## src/shell_drill_rotation_projection_macros.svh

```systemverilog
// Assertion macros for the drilling projection block
`ifndef SHELL_DRILL_ROTATION_PROJECTION_MACROS_SVH
`define SHELL_DRILL_ROTATION_PROJECTION_MACROS_SVH

`ifndef ASSERT_OFF
`define SDRP_ASSERT_IMPL(lbl, ante, cons) \
    lbl: assert property (@(posedge clk) disable iff (!rst_n) (ante) |-> (cons)) \
        else $error("sdrp assertion failed");
`define SDRP_ASSERT_NEXT(lbl, ante, cons) \
    lbl: assert property (@(posedge clk) disable iff (!rst_n) (ante) |=> (cons)) \
        else $error("sdrp assertion failed");
`else
`define SDRP_ASSERT_IMPL(lbl, ante, cons)
`define SDRP_ASSERT_NEXT(lbl, ante, cons)
`endif

`endif

```

## src/sdrp_pkg.sv

```systemverilog
package sdrp_pkg;

    localparam int IN_W       = 288;
    localparam int OUT_W      = 200;
    localparam int MUL_W      = 34;
    localparam int SQRT_STEPS = 32;
    localparam int DIV_STEPS  = 31;

    localparam logic [1:0] NBR_TAB [12] = '{
        2'd0, 2'd1, 2'd3,
        2'd1, 2'd2, 2'd0,
        2'd2, 2'd3, 2'd1,
        2'd3, 2'd0, 2'd2
    };

    function automatic logic [3:0] node_idx(input logic [1:0] node, input logic [1:0] comp);
        return {2'b00, node} * 4'd3 + {2'b00, comp};
    endfunction

    function automatic logic [1:0] nbr(input logic [1:0] node, input logic [1:0] which);
        return NBR_TAB[node_idx(node, which)];
    endfunction

endpackage

```

## src/sdrp_mul.sv

```systemverilog
module sdrp_mul (
    input  logic                                clk,
    input  logic signed [sdrp_pkg::MUL_W-1:0]   op_a,
    input  logic signed [sdrp_pkg::MUL_W-1:0]   op_b,
    output logic signed [2*sdrp_pkg::MUL_W-1:0] prod
);
    import sdrp_pkg::*;

    logic signed [2*MUL_W-1:0] prod_reg;

    always_ff @(posedge clk)
    begin
        prod_reg <= op_a * op_b;
    end

    assign prod = prod_reg;

endmodule

```

## config.mk

```make
export PLATFORM = sky130hd
export DESIGN_NAME = sdrp_mul
export DESIGN_NICKNAME = d
export VERILOG_FILES = /design/src/shell_drill_rotation_projection_macros.svh /design/src/sdrp_pkg.sv /design/src/sdrp_mul.sv
export SDC_FILE = /design/constraint.sdc
export NUM_CORES = 2
export LEC_CHECK = 0
export BUFFER_PORTS_ARGS = -buffer_cell sky130_fd_sc_hd__buf_2
export CELL_PAD_IN_SITES_DETAIL_PLACEMENT = 0
export CELL_PAD_IN_SITES_GLOBAL_PLACEMENT = 2
export CORE_MARGIN = 2
export CORE_UTILIZATION = 25
export DETAILED_ROUTE_END_ITERATION = 7
export GPL_TIMING_DRIVEN = 0
export PLACE_DENSITY = 0.56
export SLEW_MARGIN = 10
export SYNTH_ARGS = -nofsm -noshare
export SYNTH_HDL_FRONTEND = slang
export SYNTH_SLANG_ARGS = --single-unit
```

## constraint.sdc

```tcl
create_clock -name clk -period 10.7 [get_ports clk]
set_input_delay 1.07 -clock clk [delete_from_list [all_inputs] [get_ports clk]]
set_output_delay 1.07 -clock clk [all_outputs]
set_load 0.05 [all_outputs]
```

Yosys cells after proc, flatten, opt, wreduce, memory -nomap -nowiden

Cells that the tools add are included.

Bits in registers: 68
Bits of input ports: 69
Word-level logic and storage cells: 2

Multiply operators: 1

Operators with widths:

| cell             | count |
|---|---|
| $mul A34 B34 Y68 | 1 |

Longest topological paths before layout

Depth in word-level cells: 1
Depth in mapped cells: 31
Mapped depth without buffers: 29

Worst setup path before layout

OpenSTA, ideal clock, no wires.

Path type: input port to flip-flop
From: input op_a[33] in the netlist's numbering
To: register prod_reg[65] (netlist: prod[65])
Setup time: 0.072 ns
Data arrival time: 8.488 ns
Path slack: 2.140 ns
Stages: 24
Path through: clkbuf_1 nand2_1 inv_1 fa_1 fa_1 fa_1 fa_1 inv_1 fa_1 fa_1 fa_1 fa_1 inv_1 ha_1 clkdlybuf4s50_2 nand3_1 or2_2 nor2_1 a221oi_1 o21ai_0 a31oi_2 nor2_2 o41ai_2 xnor2_1

Word-level cells in the longest chain between the ends: 1

Ends and longest elaborated chain:

| item                 | line           | RTL |
|---|---|---|
| from (decl)          | sdrp_mul.sv:3  | `input logic signed [sdrp_pkg::MUL_W-1:0] op_a,` |
| $mul A34 B34 Y68     | sdrp_mul.sv:13 | `prod_reg <= op_a * op_b;` |
| to (signal assigned) | sdrp_mul.sv:13 |  |
| to (decl)            | sdrp_mul.sv:9  | `logic signed [2*MUL_W-1:0] prod_reg;` |

Every way passes these cells.

Final worst setup path

From: input op_a[33] in the netlist's numbering
To: register prod_reg[66] (netlist: prod[66])

The elaborated chain is that of the path after synthesis.

==> flow_summary.toml <==
[status]
status = "finished clean"

[detailed_routing]
drcViolationCount = 0
firstDrtPassIters = 5
postRouteAntennaNets = 0
viasPerCell = 4.36
drt-initial-drc-count = 1915
wl_per_cell_um = 26.5
num_vias = 30600
wirelength_um = 187000

[clocking]
cts.clk_slew.worst_paths_ps = 70
cts_root_buf = "clkbuf_16"
cts_buffer_depth = 2
cts_tree = "built"
cts.sinks = 68
numCtsBuffers = 9
htree_levels = 3
postCtsSetupBuffers = 0

[run]
maxCapViolations = 0

[synth]
syn_area_um2 = 43000
yosys-top-cells-area = "fa_1 58%, inv_1 11%, and2_1 9.0%"
ys.flop_type = "dfxtp_1"
yosys-top-cells-count = "1,241 x fa_1, 1,231 x inv_1, 621 x and2_1"
postSynthAreaPerCell_um2 = 9.45
synth.ff_latch_count = 68
ys_warn_count = 0
synth_top_area_cell = "fa_1"
synthCells = 4554
synth_seq_area_share = 0.0316
synth_most_common_cell = "fa_1"
synth.distinct_cells = 69
ys_async_sr_fraction = 0
syn_nets = 6068
yosys.area.top_type_share = 0.577
synth_edf_count = 0

[sta]
layout_min_cycle_time_ps = 10340
drv_slew = 0
hold_ws_ps = 1080
final_hold_viol_count = 0
worst_pin_slew_ps = 1450
fmax_ghz = 0.0967
slew_headroom = 0.0318
rsz0062_at_grt = "false"
finalCritPeriodShare = 0.967
setup_viol = 0

[placement]
dpl.hpwl_um = 159000
gp_congestion = 0.932
portBuffers = 130
dp_cells = 6996

[worst_setup_path]
required_ps = 11100
timing.critical_path.from_type = "primary input"
worst_setup_path_end_kind = "flop"
startpoint = "op_a[33]"
crit_end = "prod[66]$_DFF_P_"
path_max_fanout = 10
cp.arrival_ps = 10750
criticalPathCategory = "primary input to flop"

[global_routing]
grt_pass1_vias = 34200
grt_pass1_wl_um = 267000
track_usage = 0.220
overflow = 0
grt_max_degree = 18
antenna_found_initial = 49

[finish]
final_cells = 7031
fillerInstances = 18600
largest_reg_flops = 68
utilization = 0.274
syn2layout_area_growth_pct = 9.22
multi_input_comb_area_um2 = 36200
layout.nets = 6210
layout-drive-gt1-share = 0.0449
seqCellArea_um2 = 1360

[floorplan]
num_rows = 152
die_x_um = 419
die_h_um = 419
die_area_um2 = 175000
start_util = 0.251
core-area_um2 = 171000
io_pins = 137

[min_path]
hold_path_class = "primary input to flop"
-- worst min path at each step --
| stage | cells past startpoint | startpoint | slack (ps) | endpoint |
|---|---|---|---|---|
| after CTS | 2 | op_a[0] | 1020 | prod[0]$_DFF_P_ |
| after detailed placement | 2 | op_a[0] | 1530 | prod[0]$_DFF_P_ |
| after floorplan | 1 | op_a[0] | 1200 | prod[0]$_DFF_P_ |
| after global routing | 2 | op_a[0] | 1060 | prod[0]$_DFF_P_ |
| after global placement | 2 | op_a[0] | 1530 | prod[0]$_DFF_P_ |
| final | 2 | op_a[0] | 1080 | prod[0]$_DFF_P_ |
-- logic make-up after synthesis --
logic type	synth area share
adder cells (fa/ha/maj)	0.637
XOR/XNOR	0.0161
AND/OR/NAND/NOR	0.154
AO/OA/AOI/OAI	0.0335
flip-flops	0.0316
buffers and inverters	0.128
-- cells in the final DEF (no fill, tap or decap), types with 4 or more instances in the layout --
| cell type | instances |
|---|---|
| dfxtp_1 | 68 |
| clkbuf_2 | 16 |
| inv_1 | 1230 |
| a31oi_1 | 7 |
| clkbuf_1 | 198 |
| nor2b_1 | 9 |
| o21bai_1 | 12 |
| fa_1 | 1239 |
| and2_1 | 621 |
| a211oi_1 | 6 |
| nand2_1 | 542 |
| nand3_1 | 11 |
| xor2_1 | 23 |
| buf_4 | 4 |
| nor3_1 | 5 |
| or2_2 | 4 |
| a21oi_1 | 61 |
| nand2b_1 | 20 |
| o21ai_0 | 31 |
| diode_2 | 20 |
| ha_1 | 203 |
| and3_1 | 5 |
| buf_2 | 132 |
| a21o_1 | 37 |
| clkbuf_16 | 9 |
| o21a_1 | 4 |
| o21ai_1 | 7 |
| xnor2_1 | 56 |
| nor2_1 | 54 |
| nand4_1 | 11 |
-- layout make-up --
class	count	area share
antenna	20	0.00107
inverter	1232	0.0984
sequential	68	0.0290
clock buffer	11	0.00517
clock inverter	5	0.000772
multi-input combinational	3026	0.770
buffer	226	0.0195
tap	2310	0.0615
timing repair buffer	133	0.0148
-- critical path: stages --
cell	delay (ps)
buf_2	360
clkbuf_1	850
nand2_1	210
inv_1	180
fa_1	530
fa_1	570
fa_2	830
fa_1	520
fa_1	500
fa_1	530
fa_1	490
inv_1	50
fa_1	550
inv_1	60
ha_1	370
a21o_1	220
a21o_1	240
a21oi_1	230
o21ai_0	260
a221oi_1	770
o41ai_1	270
a31oi_4	350
o31ai_4	160
a221oi_2	350
xnor2_1	150
-- what timing repair did --
| action | 4_1_cts | 5_1_grt |
|---|---|---|
| gates resized for setup | 6 | 3 |
| setup endpoints to repair | 13 | 1 |
| hold endpoints to repair | 0 | 0 |
| hold buffers | 0 | 0 |
-- per-stage QoR --
step / setup WS, ps / instance area, µm² / setup TNS, ps
3_3_place_gp: -935 / 46600 / -13710
3_5_place_dp: -919 / 46600 / -13030
5_1_grt: 140 / 46900 / 0
6_report: 356 / 47000 / 0
4_1_cts: 189 / 46900 / 0
2_1_floorplan: 2140 / 43000 / 0
-- per-layer routing --
layer,vias to the layer above,share of wire,GRT usage
li1,13100,-,-
met1,16500,0.44,0.297
met2,809,0.48,0.366
met3,218,0.043,0.0219
met4,12,0.040,0.0797
met5,-,0.00045,0
Power is left out: the tool's default activity adds up to more than one toggle a clock period on the data nets, which glitch-free logic cannot reach.
