<file path="config.mk">
export PLATFORM = sky130hd
export DESIGN_NAME = sdrp_div
export DESIGN_NICKNAME = d
export VERILOG_FILES = /design/src/shell_drill_rotation_projection_macros.svh /design/src/sdrp_pkg.sv /design/src/sdrp_div.sv
export SDC_FILE = /design/constraint.sdc
export NUM_CORES = 1
export LEC_CHECK = 0
export BUFFER_PORTS_ARGS = -buffer_cell sky130_fd_sc_hd__clkbuf_2
export CORE_UTILIZATION = 40
export DETAILED_ROUTE_END_ITERATION = 16
export GPL_TIMING_DRIVEN = 0
export PLACE_DENSITY = 0.65
export SYNTH_ARGS = -nofsm -noshare
export SYNTH_HDL_FRONTEND = slang
export SYNTH_SLANG_ARGS = --single-unit
</file>
<file path="constraint.sdc">
create_clock -name clk -period 5.8 [get_ports clk]
set_input_delay 0.87 -clock clk [delete_from_list [all_inputs] [get_ports clk]]
set_output_delay 0.87 -clock clk [all_outputs]
set_load 0.02 [all_outputs]
</file>
<file path="src/shell_drill_rotation_projection_macros.svh">
// Assertion macros for the drilling projection block
`ifndef SHELL_DRILL_ROTATION_PROJECTION_MACROS_SVH
`define SHELL_DRILL_ROTATION_PROJECTION_MACROS_SVH

`ifndef ASSERT_OFF
`define SDRP_ASSERT_IMPL(lbl, ante, cons) \
    lbl: assert property (@(posedge clk) disable iff (!rst_n) (ante) |-> (cons)) \
        else $error("sdrp assertion failed");
`define SDRP_ASSERT_NEXT(lbl, ante, cons) \
    lbl: assert property (@(posedge clk) disable iff (!rst_n) (ante) |=> (cons)) \
        else $error("sdrp assertion failed");
`else
`define SDRP_ASSERT_IMPL(lbl, ante, cons)
`define SDRP_ASSERT_NEXT(lbl, ante, cons)
`endif

`endif

</file>
<file path="src/sdrp_pkg.sv">
package sdrp_pkg;

    localparam int IN_W       = 288;
    localparam int OUT_W      = 200;
    localparam int MUL_W      = 34;
    localparam int SQRT_STEPS = 32;
    localparam int DIV_STEPS  = 31;

    localparam logic [1:0] NBR_TAB [12] = '{
        2'd0, 2'd1, 2'd3,
        2'd1, 2'd2, 2'd0,
        2'd2, 2'd3, 2'd1,
        2'd3, 2'd0, 2'd2
    };

    function automatic logic [3:0] node_idx(input logic [1:0] node, input logic [1:0] comp);
        return {2'b00, node} * 4'd3 + {2'b00, comp};
    endfunction

    function automatic logic [1:0] nbr(input logic [1:0] node, input logic [1:0] which);
        return NBR_TAB[node_idx(node, which)];
    endfunction

endpackage

</file>
<file path="src/sdrp_div.sv">
module sdrp_div (
    input  logic        clk,
    input  logic        rst_n,
    input  logic        start,
    input  logic [30:0] dividend_mag,
    input  logic [31:0] divisor,
    output logic        done,
    output logic [30:0] quotient
);
    import sdrp_pkg::*;

    localparam int CntW = $clog2(DIV_STEPS);

    logic            busy_reg;
    logic            done_reg;
    logic [CntW-1:0] cnt_reg;
    logic [30:0]     mag_reg;
    logic [31:0]     div_reg;
    logic [31:0]     rem_reg;
    logic [30:0]     quo_reg;
    logic [32:0]     rin;
    logic [32:0]     diff;
    logic            ge;

    assign rin  = (cnt_reg == '0) ? {2'b00, mag_reg} : {rem_reg, 1'b0};
    assign diff = rin - {1'b0, div_reg};
    assign ge   = (rin >= {1'b0, div_reg});

    always_ff @(posedge clk or negedge rst_n)
    begin
        if (!rst_n)
        begin
            busy_reg <= 1'b0;
            done_reg <= 1'b0;
            cnt_reg  <= '0;
        end
        else
        begin
            done_reg <= 1'b0;
            if (start)
            begin
                mag_reg  <= dividend_mag;
                div_reg  <= divisor;
                cnt_reg  <= '0;
                busy_reg <= 1'b1;
            end
            else if (busy_reg)
            begin
                rem_reg <= ge ? diff[31:0] : rin[31:0];
                quo_reg <= {quo_reg[29:0], ge};
                cnt_reg <= cnt_reg + 1'b1;
                if (cnt_reg == CntW'(DIV_STEPS - 1))
                begin
                    busy_reg <= 1'b0;
                    done_reg <= 1'b1;
                end
            end
        end
    end

    assign done     = done_reg;
    assign quotient = quo_reg;

endmodule
</file>
* Word-level counts from Yosys, hierarchy flattened *
Index checks and enable logic that the tools add are counted.

operators by class
  $add $sub $neg = 2
  order comparisons = 1
  eq/ne operators = 1
  mux-type cells = 10
  bitwise operators = 1
  reductions and logical operators = 4

operators by type and width
  operator                                                        number
  33-bit by 32-bit greater-or-equal comparator with 1-bit output  1
  33-bit 2-to-1 mux                                               1
  32-bit 2-to-1 mux                                               1
  32-bit subtractor                                               1
  5-bit 2-to-1 mux                                                2
  1-bit 2-to-1 mux                                                6
  5-bit by 1-bit adder with 5-bit output (second input constant)  1
  5-bit == test (second input constant)                           1
  5-bit zero test                                                 1
  3-bit AND reduction                                             1
  2-bit AND reduction                                             1
  2-bit nonzero test                                              1
  1-bit inverter                                                  1

storage, ports and cells
  bits in registers = 133
  input port bits = 66
  output and inout bits = 32
  logic and storage cells = 26

* Depth between registers and ports, before layout *
  depth after elaboration = 4
  gate-level depth with buffers = 17
  depth with buffers taken out = 15

* Least setup slack after synthesis *
OpenSTA, ideal clock, no wires.

  path kind = register to register
  from = register cnt_reg[0]
  to = register rem_reg[22] (data pin)
  setup time = 260 ps
  arrival = 3892 ps
  setup slack = 1648 ps
  cell stages (with the launch flop) = 18
  path buffers = 3
  period minus slack after synthesis = 4152 ps
  cells stage by stage = dfrtp_1 -> inv_1 -> ha_1 -> nor4b_2 -> clkbuf_1 -> mux2_2 -> ha_1 -> buf_2 -> nand3_1 -> or3b_1 -> a211oi_1 -> a211oi_1 -> nand2b_1 -> a31oi_1 -> o21a_1 -> inv_2 -> buf_4 -> mux2_2

on the way
  cells in the longest elaborated chain, start to end = 4
  elaborated cells between the ends (all ways) = 5
  those cells by class = add/sub: 1; order compare: 1; mux: 2; reduce/logical: 1

RTL lines
  element                                                         RTL line        RTL
  from (decl)                                                     sdrp_div.sv:16  logic [CntW-1:0] cnt_reg;
  from (signal assigned)                                          sdrp_div.sv:51  cnt_reg <= cnt_reg + 1'b1;
  5-bit zero test                                                 sdrp_div.sv:25  assign rin = (cnt_reg == '0) ? {2'b00, mag_reg} : {rem_reg, 1'b0};
  33-bit 2-to-1 mux                                               sdrp_div.sv:25
  33-bit by 32-bit greater-or-equal comparator with 1-bit output  sdrp_div.sv:27  assign ge = (rin >= {1'b0, div_reg});
  via ge                                                          sdrp_div.sv:23  logic ge;
  32-bit 2-to-1 mux                                               sdrp_div.sv:49  rem_reg <= ge ? diff[31:0] : rin[31:0];
  to (signal assigned)                                            sdrp_div.sv:49
  to (decl)                                                       sdrp_div.sv:19  logic [31:0] rem_reg;

The timed path passes the listed nets, and every way through them passes these cells.
A chain may end at the register's enable or synchronous reset.

* Worst setup path in the final report *
  from = register cnt_reg[0]
  to = register rem_reg[24] (data pin)

Same word-level chain as after synthesis.

==> flow_metrics.env <==
export IMPL_status="finished clean"
export IMPL_clk_latency_ns=0.42
export IMPL_cts_buffers=17
export IMPL_finalHoldViolCount=0
export IMPL_yosys_area_top_type_share_pct=54.8
export IMPL_r2r_slack_ns=0.63
export IMPL_synthArstFlopShare_pct=5.26
export IMPL_die_w_um=133
export IMPL_wire_per_inst_um=16.0
export IMPL_cellLeakagePower_nw=3.32
export IMPL_antenna_found_initial=0
export IMPL_die_y_um=133
export IMPL_arrival_ns=5.34
export IMPL_gp_congestion=0.837
export IMPL_root_buffer="clkbuf_16"
export IMPL_cp_end_kind="register"
export IMPL_grt_pass1_wl_um=23200
export IMPL_hold_buffers=0
export IMPL_final_area_mm2=0.00828
export IMPL_diodes=0
export IMPL_grt_pass1_vias=4597
export IMPL_cts_clk_slew_worst_paths_ns=0.06
export IMPL_min_period_ns=5.17
export IMPL_cts_setup_buffers=0
export IMPL_rows=47
export IMPL_finalSetupViolCount=0
export IMPL_rr_worst_depth=17
export IMPL_hpwlAfterDp_um=10300
export IMPL_first_pass_iters=4
export IMPL_yosysUniqueCellTypes=59
export IMPL_crit_path_start="cnt_reg[0]"
export IMPL_nNetsFinal=752
export IMPL_syn_nets=635
export IMPL_skew_ns=0.0139
export IMPL_cts_tree="built"
export IMPL_tns_ns=0
export IMPL_netlist_area_mm2=0.00691
export IMPL_slew_headroom_pct=48.2
export IMPL_cts_resized=0
export IMPL_rr_endpoint="rem_reg[24]"
export IMPL_clock_sinks=133
export IMPL_drtAntennaViolNets=0
export IMPL_start_util_pct=41.4
export IMPL_slew_violations=0
export IMPL_synth_yosys_seq_area_share_pct=57.3
export IMPL_drc=0
export IMPL_synth_edf_count=126
export IMPL_die_area_mm2=0.0178
export IMPL_vias=4525
export IMPL_layout_drive_gt1_share_pct=30.8
export IMPL_htree_levels=4
export IMPL_start_kind="register"
export IMPL_maxCapViolations=0
export IMPL_vias_per_cell=5.13
export IMPL_hold_path_class="in -> async"
export IMPL_fmax_mhz=193
export IMPL_cp_required_ns=5.97
export IMPL_yosysWarnings=0
export IMPL_drt_initial_drc_count=197
export IMPL_synthTopCellsByArea="edfxtp_1 55%, mux2_2 9.6%, ha_1 6.3%, dfrtp_1 2.5%, xnor2_1 2.4%"
export IMPL_ys_ff_latch=133
export IMPL_crit_end="rem_reg[24]"
export IMPL_io_buffers=96
export IMPL_clock_path_buffers=2
export IMPL_wl_um=14100
export IMPL_r2r_start="cnt_reg[0]"
export IMPL_critical_path_class="reg -> reg"
export IMPL_ys_flop_type="edfxtp_1"
export IMPL_dpl_cell_area_mm2=0.00771
export IMPL_yosys_area_top_type="edfxtp_1"
export IMPL_critical_path_max_fanout=10
export IMPL_grt_setup_unrepaired="false"
export IMPL_final_period_utilization_pct=89.2
export IMPL_grtUsageTotal_pct=16.8
export IMPL_core_mm2=0.0167
export IMPL_powerDensity_mw_per_mm2=383
export IMPL_syn_to_final_growth_pct=19.9
export IMPL_io_pins=98
export IMPL_fillCellCount=1548
export IMPL_tightest_slew_ns=0.775
export IMPL_syn_area_per_cell_um2=13.0
export IMPL_synthCells=533
export IMPL_ir_drop_uv=225
export IMPL_gr_total_overflow=0
export IMPL_grt_max_degree=45
[final cells by class]
cell class                      count  area (µm²)  share of cell area, %
Timing Repair Buffer               98         520                   6.28
Buffer                             21         103                   1.24
Multi-Input combinational cell    337        2690                   32.5
Tap cell                          220         275                   3.32
Clock inverter                     14         151                   1.83
Clock buffer                       17         425                   5.14
Inverter                           42         158                   1.90
Sequential cell                   133        3960                   47.8
[synthesized netlist by cell type, types with 5 or more instances]
library cell    n
a21boi_0        5
a21o_1         12
a21oi_1        31
a31oi_1         7
and3_1          6
clkbuf_1       13
dfrtp_1         7
edfxtp_1      126
ha_1           35
inv_1          41
mux2_2         59
nand2_1        27
nand2b_1        6
nand3_1         7
nand4_1        10
nor2_1         19
nor3_1          5
o21a_1          8
o21ai_0        12
xnor2_1        19
xor2_1         12
[stage by stage]
stage | hold slack, ns | util [%] | power [mW] | setup WS [ns] | std cells
CTS | 0.271 | 49.6 | 3.21 | 0.619 | 882
global route | 0.289 | 49.6 | 3.35 | 0.289 | 882
finish | 0.286 | 49.6 | 3.17 | 0.629 | 882
global placement | 0.433 | 45.9 | 2.12 | 0.624 | 849
detailed placement | 0.439 | 46.1 | 2.14 | 0.638 | 851
floorplan | 0.545 | - | 1.93 | 1.65 | 533
[critical path, cell delays in order (launching register included)]
cell and delay (ns):
dfrtp_1 0.43, inv_1 0.10, ha_1 0.16, nor4b_2 0.64, clkbuf_1 0.60, mux2_2 0.43
ha_1 0.27, clkbuf_1 0.27, nand2_1 0.08, or3b_1 0.40, a211oi_1 0.22, a211oi_1 0.11
nand2b_1 0.18, a31oi_1 0.10, o21a_1 0.24, inv_2 0.11, buf_4 0.22, mux2_2 0.36
[routing by layer]
layer	track usage, %	wire [µm]	up-vias
met5	0	0	-
met3	3.65	488	15
met1	21.8	6560	2195
met2	27.5	6840	85
met4	6.25	189	0
li1	-	-	2230
[cell families (layout without fill, tap and decap cells)]
kind of cell,Yosys count,in the layout,share of synthesized area (%)
compound gates,105,105,10.3
xor+xnor,31,31,3.93
fa+ha+maj,36,36,6.63
buf+inv,63,192,3.77
flops,133,133,57.3
mux,63,63,10.3
simple gates,102,102,7.73
[how the worst min path moves through the flow]
stage,from,slack [ns],cells after the start,end
floorplan,cnt_reg[4],0.54,2,cnt_reg[4]
global placement,quotient[12],0.43,0,quotient[13]
detailed placement,quotient[3],0.44,0,quotient[4]
CTS,rst_n,0.27,1,cnt_reg[3]
global route,rst_n,0.29,1,done
finish,rst_n,0.29,1,cnt_reg[3]
[layout by cell type (no fill, tap or decap), types with 7 or more instances in the layout]
cell and count:
o21a_1 8, a21oi_1 31, xnor2_1 19, ha_1 35, nand3_1 7, edfxtp_1 126
clkbuf_2 97, a21o_1 12, mux2_2 59, xor2_1 12, dfrtp_1 7, a31oi_1 7
clkbuf_16 17, nand2_1 27, o21ai_0 12, nor2_1 19, inv_1 41, nand4_1 10
clkbuf_1 13
[power by group]
| group | switching (mW) | internal (mW) |
|---|---|---|
| Combinational | 0.500 | 0.428 |
| Clock | 0.416 | 0.634 |
| Sequential | 0.0242 | 1.17 |
| Total | 0.940 | 2.23 |
(Power assumes the default switching activity.)
