## config.mk

```make
export PLATFORM = sky130hd
export DESIGN_NAME = sdrp_isqrt
export DESIGN_NICKNAME = d
export VERILOG_FILES = /design/src/shell_drill_rotation_projection_macros.svh /design/src/sdrp_pkg.sv /design/src/sdrp_isqrt.sv
export SDC_FILE = /design/constraint.sdc
export NUM_CORES = 1
export LEC_CHECK = 0
export ABC_AREA = 1
export BUFFER_PORTS_ARGS = -buffer_cell sky130_fd_sc_hd__buf_2
export CORE_MARGIN = 2
export CORE_UTILIZATION = 45
export DETAILED_ROUTE_END_ITERATION = 8
export SETUP_SLACK_MARGIN = 0.05
export SLEW_MARGIN = 10
export SYNTH_ARGS = -nofsm -noshare
export SYNTH_HDL_FRONTEND = slang
export SYNTH_SLANG_ARGS = --single-unit
```

## constraint.sdc

```tcl
create_clock -name clk -period 8.2 [get_ports clk]
set_input_delay 1.23 -clock clk [delete_from_list [all_inputs] [get_ports clk]]
set_output_delay 1.23 -clock clk [all_outputs]
set_load 0.005 [all_outputs]
```

## src/shell_drill_rotation_projection_macros.svh

```systemverilog
// Assertion macros for the drilling projection block
`ifndef SHELL_DRILL_ROTATION_PROJECTION_MACROS_SVH
`define SHELL_DRILL_ROTATION_PROJECTION_MACROS_SVH

`ifndef ASSERT_OFF
`define SDRP_ASSERT_IMPL(lbl, ante, cons) \
    lbl: assert property (@(posedge clk) disable iff (!rst_n) (ante) |-> (cons)) \
        else $error("sdrp assertion failed");
`define SDRP_ASSERT_NEXT(lbl, ante, cons) \
    lbl: assert property (@(posedge clk) disable iff (!rst_n) (ante) |=> (cons)) \
        else $error("sdrp assertion failed");
`else
`define SDRP_ASSERT_IMPL(lbl, ante, cons)
`define SDRP_ASSERT_NEXT(lbl, ante, cons)
`endif

`endif

```

## src/sdrp_pkg.sv

```systemverilog
package sdrp_pkg;

    localparam int IN_W       = 288;
    localparam int OUT_W      = 200;
    localparam int MUL_W      = 34;
    localparam int SQRT_STEPS = 32;
    localparam int DIV_STEPS  = 31;

    localparam logic [1:0] NBR_TAB [12] = '{
        2'd0, 2'd1, 2'd3,
        2'd1, 2'd2, 2'd0,
        2'd2, 2'd3, 2'd1,
        2'd3, 2'd0, 2'd2
    };

    function automatic logic [3:0] node_idx(input logic [1:0] node, input logic [1:0] comp);
        return {2'b00, node} * 4'd3 + {2'b00, comp};
    endfunction

    function automatic logic [1:0] nbr(input logic [1:0] node, input logic [1:0] which);
        return NBR_TAB[node_idx(node, which)];
    endfunction

endpackage

```

## src/sdrp_isqrt.sv

```systemverilog
module sdrp_isqrt (
    input  logic        clk,
    input  logic        rst_n,
    input  logic        start,
    input  logic [63:0] radicand,
    output logic        done,
    output logic [31:0] root
);
    import sdrp_pkg::*;

    localparam int CntW = $clog2(SQRT_STEPS);

    logic            busy_reg;
    logic            done_reg;
    logic [CntW-1:0] cnt_reg;
    logic [63:0]     v_reg;
    logic [63:0]     res_reg;
    logic [63:0]     bit_val;
    logic [63:0]     trial;
    logic            take;

    assign bit_val = 64'd1 << (7'd62 - {1'b0, cnt_reg, 1'b0});
    assign trial   = res_reg + bit_val;
    assign take    = (v_reg >= trial);

    always_ff @(posedge clk or negedge rst_n)
    begin
        if (!rst_n)
        begin
            busy_reg <= 1'b0;
            done_reg <= 1'b0;
            cnt_reg  <= '0;
        end
        else
        begin
            done_reg <= 1'b0;
            if (start)
            begin
                v_reg    <= radicand;
                res_reg  <= '0;
                cnt_reg  <= '0;
                busy_reg <= 1'b1;
            end
            else if (busy_reg)
            begin
                if (take)
                begin
                    v_reg   <= v_reg - trial;
                    res_reg <= (res_reg >> 1) + bit_val;
                end
                else
                begin
                    res_reg <= res_reg >> 1;
                end
                cnt_reg <= cnt_reg + 1'b1;
                if (cnt_reg == CntW'(SQRT_STEPS - 1))
                begin
                    busy_reg <= 1'b0;
                    done_reg <= 1'b1;
                end
            end
        end
    end

    assign done = done_reg;
    assign root = res_reg[31:0];

endmodule

```

## Word-level counts from Yosys, hierarchy flattened

Index checks and enable logic that the tools add are counted.

- Register bits: 135
- Input port bits: 67
- Output and inout bits: 33
- Word-level logic and storage cells: 29

- Add/subtract/negate cells: 5
- $lt $le $gt $ge: 1
- Eq/ne operators: 1
- Shift-type cells: 1
- Mux-type cells: 13
- Reduce and logical (&&, ||, !) cells: 3

Operator list:

| operator | number |
|---|---|
| two-way mux 64 bit | 5 |
| adder 63 x 64 -> 64 bit | 1 |
| adder 64 bit | 1 |
| greater-or-equal comparator 64 bit | 1 |
| << shifter 1 x 7 -> 64 bit (first input constant) | 1 |
| subtractor 64 bit | 1 |
| two-way mux 5 bit | 2 |
| subtractor 6 x 6 -> 7 bit (first input constant) | 1 |
| two-way mux 1 bit | 6 |
| adder 5 x 1 -> 5 bit (second input constant) | 1 |
| equality test 5 bit (second input constant) | 1 |
| nonzero test 2 bit | 2 |
| AND reduction 3 bit | 1 |

## Longest topological paths before layout

- Depth after elaboration: 7
- Depth in mapped cells: 34
- Mapped depth without buffers: 32

## Worst setup path before layout

Ideal clock, no wire load.

- Kind: reg-to-reg
- Start point: register cnt_reg[3]
- End point: register v_reg[0] (enable)
- Library setup time: 503 ps
- Arrival: 7056 ps
- Required time: 7697 ps
- Slack: 641 ps
- Cell stages (with the launch flop): 27
- Path buffers: 3
- Clock period less this slack: 7559 ps
- Path through: dfrtp_1 -> clkbuf_1 -> clkinv_1 -> nand3_1 -> nor2_1 -> ha_1 -> nand2_1 -> o21ai_0 -> nand2_1 -> o21ai_0 -> o21bai_1 -> a21boi_0 -> o21ai_0 -> nand2_1 -> nand3b_1 -> nand2_1 -> ha_1 -> nand2_1 -> nor2_1 -> nand2_1 -> nor3_4 -> nand2_2 -> nand3_1 -> buf_6 -> buf_4 -> nand2_1 -> a21boi_1

- Cells in the longest elaborated chain, start to end: 6

RTL lines:

| what | RTL line | RTL |
|---|---|---|
| start: declaration | sdrp_isqrt.sv:15 | `logic [CntW-1:0] cnt_reg;` |
| start signal: assignment | sdrp_isqrt.sv:55 | `cnt_reg <= cnt_reg + 1'b1;` |
| subtractor 6 x 6 -> 7 bit | sdrp_isqrt.sv:22 | `assign bit_val = 64'd1 << (7'd62 - {1'b0, cnt_reg, 1'b0});` |
| << shifter 1 x 7 -> 64 bit | sdrp_isqrt.sv:22 |  |
| adder 64 bit | sdrp_isqrt.sv:23 | `assign trial = res_reg + bit_val;` |
| greater-or-equal comparator 64 bit | sdrp_isqrt.sv:24 | `assign take = (v_reg >= trial);` |
| nonzero test 2 bit (no source line) | -- |  |
| AND reduction 3 bit (no source line) | -- |  |
| end signal: assignment | sdrp_isqrt.sv:39 | `v_reg <= radicand;` |
| end signal: assignment | sdrp_isqrt.sv:48 | `v_reg <= v_reg - trial;` |
| end: declaration | sdrp_isqrt.sv:16 | `logic [63:0] v_reg;` |

Every way passes these cells.
A chain may end at the register's enable or synchronous reset.

## Worst setup path after layout

- Start point: register cnt_reg[4]
- End point: register v_reg[6] (enable)

The elaborated chain is that of the path after synthesis.

==> flow_summary.rst <==
.. list-table::
   :header-rows: 1

   * - Metric
     - Value
   * - Largest net degree at the start of global routing
     - 78
   * - Number of search-and-repair iterations in the first detailed-routing pass
     - 6
   * - Complex-gate fraction of the synthesized area
     - 15.7%
   * - Cell Area, Placed
     - roughly 20000 µm²
   * - Fraction of the yosys area taken by sequential cells
     - 20.5%
   * - Post-Synth XOR/XNOR Area
     - 2.99%
   * - Core Area
     - 43100 µm²
   * - Most used flip-flop cell after synthesis
     - edfxtp_1
   * - FF+latch area
     - 4020 µm²
   * - Total nets after synthesis
     - between 3000 and 4000
   * - Maximum Capacitance Violations
     - 0
   * - Vias per inst
     - 5.78
   * - FF+latch count, synth
     - 135
   * - Vias in the first global route
     - around 21000
   * - Total half-perimeter wirelength after legalization and detailed placement
     - 71.0 mm
   * - Final Non-Filler Cells
     - 3991
   * - CP arrival
     - 7.82 ns
   * - Hold endpoint
     - res_reg[0]
   * - Fill cell instance count of the final layout
     - 4705
   * - Number of pins with negative max-slew slack in the final report
     - 0
   * - Via count
     - ~23000
   * - Multiplexer area fraction after synthesis
     - 0%
   * - All-Layer GR Usage
     - 38.0%
   * - Cell depth of the worst flop-to-flop path
     - 25
   * - Floorplan die width
     - around 210 µm
   * - Adder-cell area share of the yosys netlist
     - between 8 and 9%
   * - Final design area excluding fillers
     - about 21000 µm²
   * - GR Overflow Total
     - 0
   * - Area fraction in and, or, nand and nor cells after synthesis
     - 40.1%
   * - Share of the synthesized area in the top cell type
     - about a fifth
   * - Hold path startpoint
     - res_reg[0]
   * - Number of hold-slack violations in the final timing report
     - 0
   * - Antenna violations before repair
     - 0
   * - Synth area leaders
     - edfxtp_1 20%, nand2_1 19%, inv_1 9.3%, nor2_1 8.7%, ha_1 8.5%
   * - Number of standard-cell rows in the floorplan
     - 76
   * - Mapped Area
     - just under 20000 µm²
   * - Placed Cells incl. Taps
     - 3958
   * - Buffers added on ports
     - 99
   * - Number of gates given a new drive strength after cts
     - 0
   * - Source-to-sink clock delay at the later pin of the worst-skew pair
     - 0.51 ns
   * - Part of the cycle the worst path needs
     - around 93%
   * - Floorplan die height
     - between 200 and 250 µm
   * - Net count reported at finish
     - about 3600
   * - DRC violations left
     - 0
   * - Number of top-level design ports
     - 100
   * - Proportion of layout cells with a drive suffix above 1
     - ~6.4%
   * - Starting density of the core
     - between 40% and 50%
   * - Number of hold-repair buffers added at the cts stage
     - 0
   * - Most repeated cell in the gate-level netlist after synthesis
     - nand2_1
   * - Critical setup path kind
     - flop to flop
   * - Register-to-Register Setup Slack
     - around 0.53 ns
   * - CTS tree
     - done
   * - Destination of the worst register-to-register timing path
     - v_reg[6]
   * - Most numerous cell types in the synthesized netlist
     - 989 x nand2_1, 484 x inv_1, 454 x nor2_1
   * - CTS H-tree depth
     - 4
   * - Worst-case clock buffer depth
     - 2
   * - Total setup violations reported at the end of the flow
     - 0
   * - Kind of launch point of the worst setup path
     - flop
   * - Share of the core filled with cells in the final layout
     - 48.9%
   * - Total wire length after detailed routing
     - 85.9 mm
   * - Count of warnings emitted by yosys
     - 0
   * - RSZ-0062 raised after global routing
     - false
   * - Worst Path Max Fanout
     - 64
   * - Achievable Freq
     - 130 MHz
   * - Die outline area
     - 45300 µm²
   * - Worst min-delay path category
     - flop to flop
   * - Worst vdd rail ir drop
     - 0.168 mV
   * - Final setup TNS
     - 0 ns
   * - Area used by multi-input combinational logic
     - between 10000 and 15000 µm²
   * - Result of the run
     - completed
   * - Number of flops mapped to enable cells by yosys
     - 128
   * - Global-route wire length before repair
     - 126 mm
   * - Shortest clock period the worst path allows after layout
     - 7.67 ns
   * - Post-route clock skew
     - approximately 0.01 ns
   * - Sort of element at the end of the critical path
     - flop
   * - Final estimated routing congestion in global placement
     - 1.11
   * - Count of different cell masters after synthesis
     - 57
   * - Average instance area after synthesis
     - 5.86 µm²
   * - Syn-to-layout area delta
     - 7.37%
   * - Main combinational cell family by area after synthesis
     - simple AND/OR/NAND/NOR gates
   * - TritonCTS Buffers
     - 17
   * - Average wire per cell in the routed design
     - 21.5 µm
   * - Launch instance of the worst register-to-register path
     - cnt_reg[4]
   * - Cell type with the largest total area after synthesis
     - edfxtp_1
   * - Share of synthesized flip-flops with an asynchronous set or reset
     - 5.19%
   * - Slew margin rel.
     - 19.6%
   * - Root Buffer Master
     - clkbuf_16
   * - Required time at the worst-slack endpoint
     - 8.35 ns
   * - Least-Margin Pin Slew
     - around 1.2 ns
   * - Sink Count
     - 135
   * - Leakage component of the power
     - 0.00916 µW
   * - Post CTS Setup Buffer Count
     - 0
   * - Ratio of total power to cell area
     - 209 nW/µm²
   * - Clock-pin slew on the worst setup and hold paths
     - 0.07 ns
   * - Min-Delay Path Depth
     - 2
   * - DR iter-0 viols
     - slightly above 3000
   * - Post-Syn Instances
     - 3348
   * - Count of nets left with antenna violations after detail routing
     - 0
-- routing by layer --
layer / track usage [%] / part of all wire, % / vias to the layer above
met5: 0 / 0 / -
li1: - / - / 11000
met3: 13.0 / 13 / 145
met1: 53.7 / 44 / 10600
met4: 12.3 / 3.0 / 0
met2: 53.5 / 39 / 1323
-- cells in the final DEF, fill, tap and decap left out, types with 7 or more instances in the layout --
cell       netlist  final
a21o_1          11     11
a21oi_1        207    207
a31oi_1         17     17
buf_2            4     97
buf_4           40      9
clkbuf_16        0     17
dfrtp_1          7      7
edfxtp_1       128    128
ha_1           133    133
inv_1          484    484
inv_2            8      9
nand2_1        989    989
nand2_2          7      7
nand3_1        236    235
nand3_2          9      9
nand3b_1        21     21
nand4_1         45     45
nor2_1         454    452
nor3_1          64     64
nor4_1          18     18
o211ai_2        10     10
o21a_1           9      9
o21ai_0        225    225
o21ai_1         20     20
o21bai_1        19     19
or2_2           24     24
xnor2_1         36     36
xor2_1          31     31
-- layout make-up --
| cell class | count | share of cell area, % |
|---|---|---|
| Multi-Input combinational cell | 2635 | 63.0 |
| Inverter | 495 | 8.82 |
| Timing Repair Buffer | 108 | 2.82 |
| Clock buffer | 21 | 2.23 |
| Tap cell | 585 | 3.48 |
| Antenna cell | 1 | 0.0119 |
| Sequential cell | 135 | 19.1 |
| Clock inverter | 11 | 0.582 |
-- power breakdown --
part / switching [µW] / internal, µW
clock network: 375 / 470
logic: 1640 / 755
registers: 199 / 956
total: 2220 / 2180
-- kinds of logic (layout without fill, tap and decap cells) --
family,after synthesis,in the layout
AND/OR/NAND/NOR,1880,1880
buffers and inverters,578,635
AO/OA/AOI/OAI,554,554
flip-flops,135,135
adder cells (fa/ha/maj),134,134
XOR/XNOR,67,67
other,0,1
-- per-stage QoR --
step / setup WS (ns) / hold slack [ns] / power [µW]
after global placement: 1.03 / 0.602 / 3460
final: 0.534 / 0.612 / 4400
after floorplan: 0.641 / 0.552 / 2810
after detailed placement: 0.966 / 0.602 / 3490
after global routing: 0.248 / 0.642 / 4690
after CTS: 0.946 / 0.620 / 4350
-- critical path, cell delays in order (launching register included) --
cell	delay [ns]
dfrtp_1	0.82
inv_1	0.43
nor3_1	0.67
ha_1	0.34
ha_1	0.33
nand2_1	0.11
nand2_1	0.07
nand2_1	0.09
o21ai_2	0.24
a21boi_1	0.29
o21bai_1	0.50
nand2_1	0.24
nand3b_1	0.14
nand2_1	0.07
ha_1	0.44
nand2_1	0.17
nor2_2	0.15
inv_2	0.07
nor2_4	0.12
inv_2	0.06
nor3_4	0.37
nand2_2	0.24
nand3_4	0.48
nand2_1	0.21
a21boi_4	0.21
buf_12	0.37
-- worst max path at each step --
stage,start,endpoint,slack (ns),cells past startpoint
2_1_floorplan,cnt_reg[3],v_reg[0],0.64,26
3_3_place_gp,cnt_reg[4],v_reg[57],1.03,25
3_5_place_dp,cnt_reg[4],v_reg[55],0.97,25
4_1_cts,cnt_reg[4],v_reg[58],0.95,25
5_1_grt,cnt_reg[4],v_reg[6],0.25,25
6_report,cnt_reg[4],v_reg[6],0.53,25
No activity file was read; power rests on OpenSTA's default activity.
